$ cat config.mk
export PLATFORM = sky130hd
export DESIGN_NAME = rkc_mul
export DESIGN_NICKNAME = d
export VERILOG_FILES = /design/src/rtl/core/rkc_pkg.sv /design/src/rtl/core/rkc_cell.sv /design/src/rtl/core/rkc_mul.sv
export SDC_FILE = /design/constraint.sdc
export NUM_CORES = 1
export LEC_CHECK = 0
export BUFFER_PORTS_ARGS = -buffer_cell sky130_fd_sc_hd__buf_2
export CORE_UTILIZATION = 41
export DETAILED_ROUTE_END_ITERATION = 10
export PLACE_DENSITY_LB_ADDON = 0.08
export SETUP_SLACK_MARGIN = 0.1
export SYNTH_ARGS = -nofsm -noshare
export SYNTH_HDL_FRONTEND = slang
export SYNTH_SLANG_ARGS = --single-unit
$ cat constraint.sdc
create_clock -name clk -period 6.3 [get_ports clk]
set_input_delay 1.26 -clock clk [delete_from_list [all_inputs] [get_ports clk]]
set_output_delay 1.26 -clock clk [all_outputs]
set_load 0.01 [all_outputs]
$ cat src/rtl/core/rkc_pkg.sv
`timescale 1ns / 1ps
`default_nettype none

package rkc_pkg;

  // Default temperature format, unsigned Q12.20 kelvin
  localparam int TEMP_WIDTH_DEF = 32;
  localparam int TEMP_FRAC_DEF  = 20;

  // Multiplier digit consumed by one cell of a multiply chain
  localparam int DIGIT_W = 16;

  // Register widths
  localparam int COEF_W   = 48;
  localparam int STEP_W   = 32;
  localparam int HEAT_W   = 63;
  localparam int ENERGY_W = 64;

  // Coefficient times step, formed in two halves
  localparam int COEF_SPLIT = 24;
  localparam int K_W        = COEF_W + STEP_W;

  // Binary scaling of the coefficient and of the time step
  localparam int COEF_FRAC = 80;
  localparam int STEP_FRAC = 16;

  localparam logic [COEF_W-1:0] COEF_RESET = '0;
  localparam logic [STEP_W-1:0] STEP_RESET = STEP_W'(65536);
  localparam logic [HEAT_W-1:0] HEAT_RESET = HEAT_W'(1);

  localparam int REG_IDX_W = 2;

  typedef enum logic [REG_IDX_W-1:0] {
    REG_COEF = 2'd0,
    REG_STEP = 2'd1,
    REG_HEAT = 2'd2
  } reg_idx_t;

endpackage

`default_nettype wire

$ cat src/rtl/core/rkc_cell.sv
`timescale 1ns / 1ps
`default_nettype none

// One multiply-accumulate cell: shift the running product up one digit and
// add the multiplicand times the top digit of the multiplier.
module rkc_cell import rkc_pkg::*; #(
  parameter int AW = 16,
  parameter int BW = 16,
  parameter int PW = 32,
  parameter int SW = 1
) (
  input  logic          clk,
  input  logic          rst,
  input  logic          en,
  input  logic          in_valid,
  input  logic [AW-1:0] in_a,
  input  logic [BW-1:0] in_b,
  input  logic [PW-1:0] in_acc,
  input  logic [SW-1:0] in_side,
  output logic          out_valid,
  output logic [AW-1:0] out_a,
  output logic [BW-1:0] out_b,
  output logic [PW-1:0] out_acc,
  output logic [SW-1:0] out_side
);

  logic [DIGIT_W-1:0]    digit;
  logic [AW+DIGIT_W-1:0] part;
  logic [PW-1:0]         acc_next;

  always_comb begin
    digit    = in_b[BW-1 -: DIGIT_W];
    part     = in_a * digit;
    acc_next = (in_acc << DIGIT_W) + PW'(part);
  end

  always_ff @(posedge clk) begin
    if (rst) begin
      out_valid <= 1'b0;
    end else if (en) begin
      out_valid <= in_valid;
    end
  end

  always_ff @(posedge clk) begin
    if (en) begin
      out_a    <= in_a;
      out_b    <= in_b << DIGIT_W;
      out_acc  <= acc_next;
      out_side <= in_side;
    end
  end

endmodule

`default_nettype wire

$ cat src/rtl/core/rkc_mul.sv
`timescale 1ns / 1ps
`default_nettype none

// Multiplier built as a row of cells, one multiplier digit per cell, MSB first.
module rkc_mul import rkc_pkg::*; #(
  parameter int AW = 16,
  parameter int BW = 16,
  parameter int SW = 1
) (
  input  logic             clk,
  input  logic             rst,
  input  logic             en,
  input  logic             in_valid,
  input  logic [AW-1:0]    a,
  input  logic [BW-1:0]    b,
  input  logic [SW-1:0]    side,
  output logic             out_valid,
  output logic [AW+BW-1:0] p,
  output logic [SW-1:0]    side_out
);

  localparam int NC  = (BW + DIGIT_W - 1) / DIGIT_W;
  localparam int BPW = NC * DIGIT_W;
  localparam int PW  = AW + BPW;

  logic           v_s   [NC+1];
  logic [AW-1:0]  a_s   [NC+1];
  logic [BPW-1:0] b_s   [NC+1];
  logic [PW-1:0]  acc_s [NC+1];
  logic [SW-1:0]  sd_s  [NC+1];

  assign v_s[0]   = in_valid;
  assign a_s[0]   = a;
  assign b_s[0]   = BPW'(b);
  assign acc_s[0] = '0;
  assign sd_s[0]  = side;

  for (genvar i = 0; i < NC; i++) begin : g_cell
    rkc_cell #(.AW(AW), .BW(BPW), .PW(PW), .SW(SW)) u_cell (
      .clk      (clk),
      .rst      (rst),
      .en       (en),
      .in_valid (v_s[i]),
      .in_a     (a_s[i]),
      .in_b     (b_s[i]),
      .in_acc   (acc_s[i]),
      .in_side  (sd_s[i]),
      .out_valid(v_s[i+1]),
      .out_a    (a_s[i+1]),
      .out_b    (b_s[i+1]),
      .out_acc  (acc_s[i+1]),
      .out_side (sd_s[i+1])
    );
  end

  assign out_valid = v_s[NC];
  assign p         = acc_s[NC][AW+BW-1:0];
  assign side_out  = sd_s[NC];

endmodule

`default_nettype wire

Word-level counts from Yosys, hierarchy flattened
Cells that the tools add are included.

Output and inout port bits: 34. Register bits after elaboration: 34. Input port bits: 37.

Multipliers: 1.

Operator list (count): 16-bit by 16-bit multiplier with 32-bit output (1).

Logic depth before layout (Yosys ltp)
Gate-level depths: netlist (run 1).

Depth after elaboration: 1. Mapped depth: 22. Depth with buffers taken out: 20.

Cells and area by module
From an unflattened synthesis (run 1), not the netlist that was laid out.

Cell total of the unflattened synthesis: 1163. Area, all modules: 10919.2 µm².

By module, submodules not included: rkc_cell (area each 10915.5 µm², times used 1, cells an instance 1162); rkc_mul (area each 3.8 µm², times used 1, cells an instance 1).

Worst setup path after synthesis (run 1)
OpenSTA, ideal clock, no wires.

Path type: input to register. Start: input port a[7]. End: register g_cell[0].u_cell.out_acc[29], data pin. Path buffers: 1. Library setup time: 0.258 ns. Slack: -0.546 ns. Cell stages on the path: 21. Arrival: 6.588 ns. Cell sequence: clkbuf_1 nand2_1 fa_1 inv_1 fa_1 inv_1 fa_1 inv_1 fa_1 fa_1 inv_1 fa_1 inv_1 ha_1 nand3_2 or2_0 or4_4 and3_4 o31a_1 o21ai_1 xnor2_1.

Word-level cells in the longest chain between the ends: 1.

RTL lines: start: declaration (line rkc_mul.sv:14) `input logic [AW-1:0] a,`; 16-bit by 16-bit multiplier with 32-bit output (line rkc_cell.sv:33) `part = in_a * digit;`; net g_cell[0].u_cell.acc_next[29] (line rkc_cell.sv:29) `logic [PW-1:0] acc_next;`; end signal: assignment (line rkc_cell.sv:49) `out_acc <= acc_next;`; end: declaration (line rkc_cell.sv:23) `output logic [PW-1:0] out_acc,`.

The timed path passes the listed nets, and every way through them passes these cells. A chain may end at the register's enable or synchronous reset.

Final worst setup path (run 1)
Start: input port b[5]. End: register g_cell[0].u_cell.out_acc[29], data pin.

Word-level cells in the longest chain between the ends: 1.

RTL lines: start: declaration (line rkc_mul.sv:15) `input logic [BW-1:0] b,`; 16-bit by 16-bit multiplier with 32-bit output (line rkc_cell.sv:33); net g_cell[0].u_cell.acc_next[29] (line rkc_cell.sv:29).

The timed path passes the listed nets, and every way through them passes these cells.

==> impl_metrics.yaml, run 1 <==
sta:
  period_share: 1.018
  period_minus_slack_ps: 6415
  fmax_ghz: 0.1559
  drv_slew: 0
  final_hold_viol_count: 0
  fin_hold_ws_ps: 508.9
  setup_ws_ps: -114.6
  fin_worst_skew_ps: 0
  finalSetupViolations: 5
  rsz0062_at_grt: "yes"
  tightest_slew_ps: 789.9
  slew_headroom: 0.4734
cells_and_area:
  multi_input_area_mm2: 0.007976
  ff_latch_area_mm2: 0.001011
  finalInstanceArea_mm2: 0.01198
  drive_gt1_frac: 0.2377
  diodes: 0
  fillers: 2237
  fin_nets: 1550
  syn2layout_area_growth_pct: 24.53
worst_hold_path:
  min_to: "g_cell[0].u_cell.out_valid"
  min_path_type: "reg2reg"
  hold_path.startpoint: "g_cell[0].u_cell.out_valid"
  holdPathStages: 2
route:
  drt-pass1-iter-count: 4
  top_layer_used: "met4"
  dr_wl_met3_um: 703
  wl_met2_mm: 12.41
  vias: 7341
  routed_wl_mm: 23.04
  routedWlPerCell_um: 15.07
  drt-met1-wl_mm: 9.566
  via_per_inst: 4.801
  drc: 0
  drt.antenna.violating_nets: 0
  drtIter0Drc: 293
cts:
  path_clk_slew_ps: 50
  cts_buffers: 5
  clock_path_buffers: 2
  h-tree-depth: 2
  insertion_delay_ps: 280
  holdBufCountCts: 0
  cts_tree: "built"
  clockRootBuffer: "clkbuf_16"
  clock_sinks: 34
critical_path:
  worst_setup_path_end_kind: "flip-flop"
  start_kind: "input port"
  crit_slowest_cell: "fa_1"
  slowest_delay_ps: 540
  critPathKind: "in2reg"
  critPathMaxFanout: 7
  reg2reg_slack_ps: 5710
  worstReg2RegEnd: "g_cell[0].u_cell.out_valid"
  reg2reg_from: "g_cell[0].u_cell.out_valid"
  crit_required_ps: 6330
  path_cells: "buf_12 -> and2_4 -> fa_1 -> inv_2 -> fa_1 -> fa_1 -> inv_1 -> fa_1 -> fa_1 -> inv_1 -> fa_1 -> inv_2 -> ha_4 -> nand3_2 -> or2_1 -> or4_4 -> and3_4 -> o31a_1 -> o21ai_1 -> xnor2_1"
  crit_top_cell: "fa_1"
  r2r_cells: 2
  critPathArrivalTime_ps: 6440
global_route:
  grt_max_degree: 35
  grt_pass1_wl_mm: 38.81
  grt_usage: 0.2052
  grt_pass1_vias: 7874
  antenna_found_initial: 0
  grt-ovfl-total: 0
floorplanning:
  die_area_mm2: 0.02408
  die-width_um: 155.2
  initial_core_util: 0.4211
  core_area_mm2: 0.02285
  rows: 55
  die_height_um: 155.2
  ios: 71
logic_synthesis:
  yosys-top-cells-area: "fa_1, ha_1, edfxtp_1, inv_1, and2_1"
  yosysUniqueCellTypes: 47
  yosysWarnings: 0
  synth_top_area_frac: 0.4037
  syn_area_per_cell_um2: 9.277
  synth_top_area_cell: "fa_1"
  synth_flop_cell: "edfxtp_1"
  ys_seq_area_frac: 0.1051
  synth_edf_count: 33
  syn_inst: 1037
  ys_ff_latch: 34
  syn-num-nets: 1372
  syn_area_mm2: 0.009620
  ys_async_sr_fraction: 0
placed_design:
  post-dp-hpwl_mm: 20.53
  dpl_cell_area_mm2: 0.01129
  gp_congestion: 0.8255
  port_buffers: 70
run:
  max_cap_viol_count: 0
outcome:
  violations: "negative setup slack"
  run_status: "finished with violations"
[cells by family after synthesis]
kind of cell               count (synthesis)  synth area share
adders and majority gates                298            0.5390
and+or+nand+nor                          319            0.1649
DFF                                       34            0.1051
AOI/OAI and AO/OA                         92           0.06035
muxes                                      1          0.001040
buffers and inverters                    267            0.1060
xor gates and xnor gates                  26           0.02367
[worst max path at each step]
stage / end / slack [ps] / cells past startpoint / startpoint
3_5_place_dp: g_cell[0].u_cell.out_acc[29] / -510 / 20 / b[4]
6_report: g_cell[0].u_cell.out_acc[29] / -110 / 20 / b[5]
2_1_floorplan: g_cell[0].u_cell.out_acc[25] / -220 / 18 / b[4]
4_1_cts: g_cell[0].u_cell.out_acc[25] / -110 / 20 / b[5]
3_3_place_gp: g_cell[0].u_cell.out_acc[29] / -460 / 20 / a[7]
5_1_grt: g_cell[0].u_cell.out_acc[25] / -300 / 20 / b[5]
[cell usage after synthesis (2+ instances only)]
master    count
inv_1       226
fa_1        194
nand2_1     151
and2_1      125
ha_1        104
clkbuf_1     33
edfxtp_1     33
a21oi_1      29
nor2_1       18
xnor2_1      18
a21o_1       13
o21ai_1       9
xor2_1        8
o21ai_0       7
a211oi_1      6
buf_2         6
nand3_1       5
o21a_1        5
a31oi_1       4
nand4_1       4
o21bai_1      4
and3_1        3
o22ai_1       3
o31ai_1       3
nor3b_1       2
o211ai_1      2
o311ai_1      2
[area by class of cell]
cell class,count,area share
multi-input combinational,736,0.6658
timing repair buffer,212,0.1340
clock buffer,7,0.01191
sequential,34,0.08439
clock inverter,1,0.0004178
tap,313,0.03269
inverter,226,0.07081
[metrics by stage]
step,instances,worst slack (ps),util,TNS (ps)
after floorplan,1037,-221.1,-,-625.2
after global placement,1512,-458.6,0.4943,-5365
after detailed placement,1512,-513.5,0.4943,-5908
after CTS,1528,-111.0,0.5169,-266.6
after global routing,1529,-296.5,0.5244,-1937
final,1529,-114.6,0.5244,-278.0
[layer usage]
metal  global-route usage  vias to the layer above
met5                    0                        -
met4              0.03735                        0
met3              0.02033                       29
met2               0.3859                      130
met1               0.2558                     3674
li1                     -                     3508
[worst max-delay path, delay by kind of cell]
kind / cells / cell delay (ps)
adders and majority gates: 7 / 3300
and+or+nand+nor: 5 / 1040
AOI/OAI and AO/OA: 2 / 450
buffers and inverters: 5 / 300
xor gates and xnor gates: 1 / 80
[sequential cells by signal, summed over array words and instances (netlist names)]
name	count
g_cell.u_cell.out_acc	32
g_cell.u_cell.out_valid	1
g_cell.u_cell.out_side	1
[timing repair]
action / CTS / global route
endpoints found under the setup margin: 14 / 14
gates resized for setup: 80 / 34
buffers inserted: 8 / 1
pin swaps: 37 / 18
[cells in the final DEF (no fill, tap or decap), types with 6 or more instances in the layout]
master	count
inv_1	221
fa_1	192
nand2_1	145
buf_4	133
and2_1	119
ha_1	95
buf_2	52
edfxtp_1	33
buf_6	19
a21oi_1	18
xnor2_1	18
nor2_1	15
a21o_1	13
a21oi_2	10
ha_4	9
xor2_1	7
and2_4	6
Power of run 1 is not shown: default switching activity piles up to over one toggle a cycle in this logic, so the estimate is an artifact.
==> run 2: changes to the inputs <==
--- a/config.mk
+++ b/config.mk
@@ -5,6 +5,7 @@
 export SDC_FILE = /design/constraint.sdc
 export NUM_CORES = 1
 export LEC_CHECK = 0
+export ABC_AREA = 1
 export BUFFER_PORTS_ARGS = -buffer_cell sky130_fd_sc_hd__buf_2
 export CORE_UTILIZATION = 41
 export DETAILED_ROUTE_END_ITERATION = 10
==> run 2 against run 1 <==
- the flow now finishes without violations
- routed wire length is 7.9% higher
- largest cell class unchanged
- critical path type unchanged
- hold slack worse by 24 ps
- cell count is 18% higher
- via count is 11% higher
- count of clock-buffer cells in the layout is 1 lower
- setup slack better by 460 ps
- die area is 9.1% higher
- register-to-register slack better by 20 ps
- non-clock buffer count is 92 lower
- final area is 3.2% lower
- fmax is 7.7% higher
==> impl_metrics.yaml, run 2 <==
logic_synthesis:
  synth_top_area_frac: 0.3697
  synth_edf_count: 33
  yosys-top-cells-area: "fa_1, nand2_1, inv_1, ha_1, edfxtp_1"
  ys_async_sr_fraction: 0
  yosysMostFrequentCell: "nand2_1"
  ys_ff_latch: 34
  synth_top_area_cell: "fa_1"
  syn_area_per_cell_um2: 7.477
  yosysUniqueCellTypes: 23
  syn_inst: 1405
  yosys-top-cells-count: "nand2_1, inv_1, fa_1"
  synth_flop_cell: "edfxtp_1"
  syn-num-nets: 1740
  yosysWarnings: 0
  ys_seq_area_frac: 0.09624
  syn_area_mm2: 0.01051
global_route:
  grt_pass1_wl_mm: 41.53
  grt-ovfl-total: 0
  grt_pass1_vias: 8390
  grt_max_degree: 35
  antenna_found_initial: 0
  grt_usage: 0.2006
critical_path:
  critPathArrivalTime_ps: 5990
  r2r_cells: 2
  worstReg2RegEnd: "g_cell[0].u_cell.out_valid"
  crit_top_cell: "fa_1"
  slowest_delay_ps: 610
  crit_slowest_cell: "fa_1"
  reg2reg_from: "g_cell[0].u_cell.out_valid"
  critPathMaxFanout: 12
  reg2reg_slack_ps: 5730
  path_cells: "buf_2 -> nand2_1 -> inv_1 -> fa_1 -> inv_1 -> fa_1 -> fa_1 -> fa_1 -> inv_1 -> fa_1 -> inv_1 -> fa_1 -> inv_1 -> ha_2 -> nand2_2 -> nor2_2 -> nand3_1 -> nand3_2 -> nand2_1 -> nand3_1 -> nand2_1"
  start_kind: "input port"
  worst_setup_path_end_kind: "flip-flop"
  crit_required_ps: 6340
  critPathKind: "in2reg"
route:
  drc: 0
  drt.antenna.violating_nets: 0
  routed_wl_mm: 24.86
  drt-met1-wl_mm: 10.76
  drt-pass1-iter-count: 5
  top_layer_used: "met4"
  via_per_inst: 4.538
  dr_wl_met3_um: 566
  drtIter0Drc: 301
  routedWlPerCell_um: 13.82
  vias: 8164
  wl_met2_mm: 13.23
sta:
  fin_worst_skew_ps: 0
  finalSetupViolations: 0
  tns_ps: 0
  tightest_slew_ps: 777.4
  period_share: 0.9450
  drv_slew: 0
  fmax_ghz: 0.1680
  period_minus_slack_ps: 5953
  slew_headroom: 0.4818
  rsz0062_at_grt: "yes"
  final_hold_viol_count: 0
cts:
  clock_path_buffers: 2
  h-tree-depth: 2
  clockRootBuffer: "clkbuf_16"
  clock_sinks: 34
  insertion_delay_ps: 280
  path_clk_slew_ps: 50
  holdBufCountCts: 0
  cts_tree: "built"
  cts_buffers: 5
floorplanning:
  die_height_um: 162.1
  initial_core_util: 0.4172
  die_area_mm2: 0.02627
  core_area_mm2: 0.02518
  rows: 58
  die-width_um: 162.1
  ios: 71
cells_and_area:
  fin_nets: 1803
  diodes: 0
  final_common_cell: "nand2_1"
  drive_gt1_frac: 0.1096
  final_core_util: 0.4606
  fillers: 2602
  multi_input_area_mm2: 0.007649
  largest_reg_flops: 32
  regMostFlops: "g_cell.u_cell.out_acc"
  top_regs: "g_cell.u_cell.out_acc (32), g_cell.u_cell.out_side (1), g_cell.u_cell.out_valid (1)"
  final_cell_mix: "nand2_1, inv_1, fa_1"
  ff_latch_area_mm2: 0.001011
  syn2layout_area_growth_pct: 10.42
placed_design:
  post-dp-hpwl_mm: 22.62
  gp_congestion: 0.8448
  port_buffers: 70
outcome:
  run_status: "finished clean"
worst_hold_path:
  min_path_type: "reg2reg"
  min_to: "g_cell[0].u_cell.out_valid"
  holdPathStages: 2
  hold_path.startpoint: "g_cell[0].u_cell.out_valid"
run:
  max_cap_viol_count: 0
[run 2: cell types whose count changed in the layout (fill, tap and decap cells not counted), sizes merged, moves of 14 or more]
cell / previous run / this run
o21ai: 16 / 0
inv: 226 / 434
nor2: 18 / 41
buf: 211 / 106
and2: 125 / 1
xnor2: 18 / 4
nand2: 151 / 457
nand3: 6 / 32
[run 2: metal layers]
| layer | vias to the layer above | track usage |
|---|---|---|
| met5 | - | 0 |
| met3 | 22 | 0.01634 |
| met4 | 0 | 0.03130 |
| met2 | 106 | 0.3746 |
| li1 | 4053 | - |
| met1 | 3983 | 0.2549 |
[run 2: through the flow]
step | cell area, µm² | cells | setup slack, ps | hold WS [ps]
CTS | 11540 | 1799 | 198.2 | 490.3
floorplan | 10510 | 1405 | 103.9 | 527.9
detailed placement | 11400 | 1791 | -88.88 | 477.3
finish | 11600 | 1799 | 346.5 | 484.6
global route | 11600 | 1799 | 91.73 | 554.4
global placement | 11400 | 1791 | -104.9 | 473.1
[run 2: layout make-up]
class                   count  share of cell area
clock inverters             2           0.0007550
multi-input cells         873              0.6594
well taps                 330             0.03559
flip-flops and latches     34             0.08715
clock buffers               6             0.01111
repair buffers            120             0.06558
inverters                 434              0.1404
[run 2: kinds of logic (layout without fill, tap and decap cells)]
kind of cell / after synthesis / count (layout) / share of synthesized area
simple gates: 537 / 537 / 0.2068
xor+xnor: 18 / 18 / 0.01501
flops: 34 / 34 / 0.09624
fa+ha+maj: 298 / 298 / 0.4936
compound gates: 19 / 19 / 0.009529
buf+inv: 498 / 562 / 0.1779
mux: 1 / 1 / 0.0009529
[run 2: how the worst max path moves through the flow]
| stage | startpoint | slack [ps] | end |
|---|---|---|---|
| floorplan | a[10] | 100 | g_cell[0].u_cell.out_acc[30] |
| global placement | a[10] | -100 | g_cell[0].u_cell.out_acc[29] |
| detailed placement | a[10] | -90 | g_cell[0].u_cell.out_acc[29] |
| CTS | a[10] | 200 | g_cell[0].u_cell.out_acc[29] |
| global route | a[11] | 90 | g_cell[0].u_cell.out_acc[29] |
| finish | b[4] | 350 | g_cell[0].u_cell.out_acc[28] |
[run 2: repair_timing]
action,in CTS,in global routing
setup buffers,0,0
resized for setup,0,22
setup endpoints to repair,0,13
[run 2: worst max-delay path, delay by kind of cell]
kind / cells / cell delay (ps)
buffers and inverters: 6 / 460
AND/OR/NAND/NOR: 8 / 850
adder cells (fa/ha/maj): 7 / 3440
Power of run 2 is left out for the same reason.
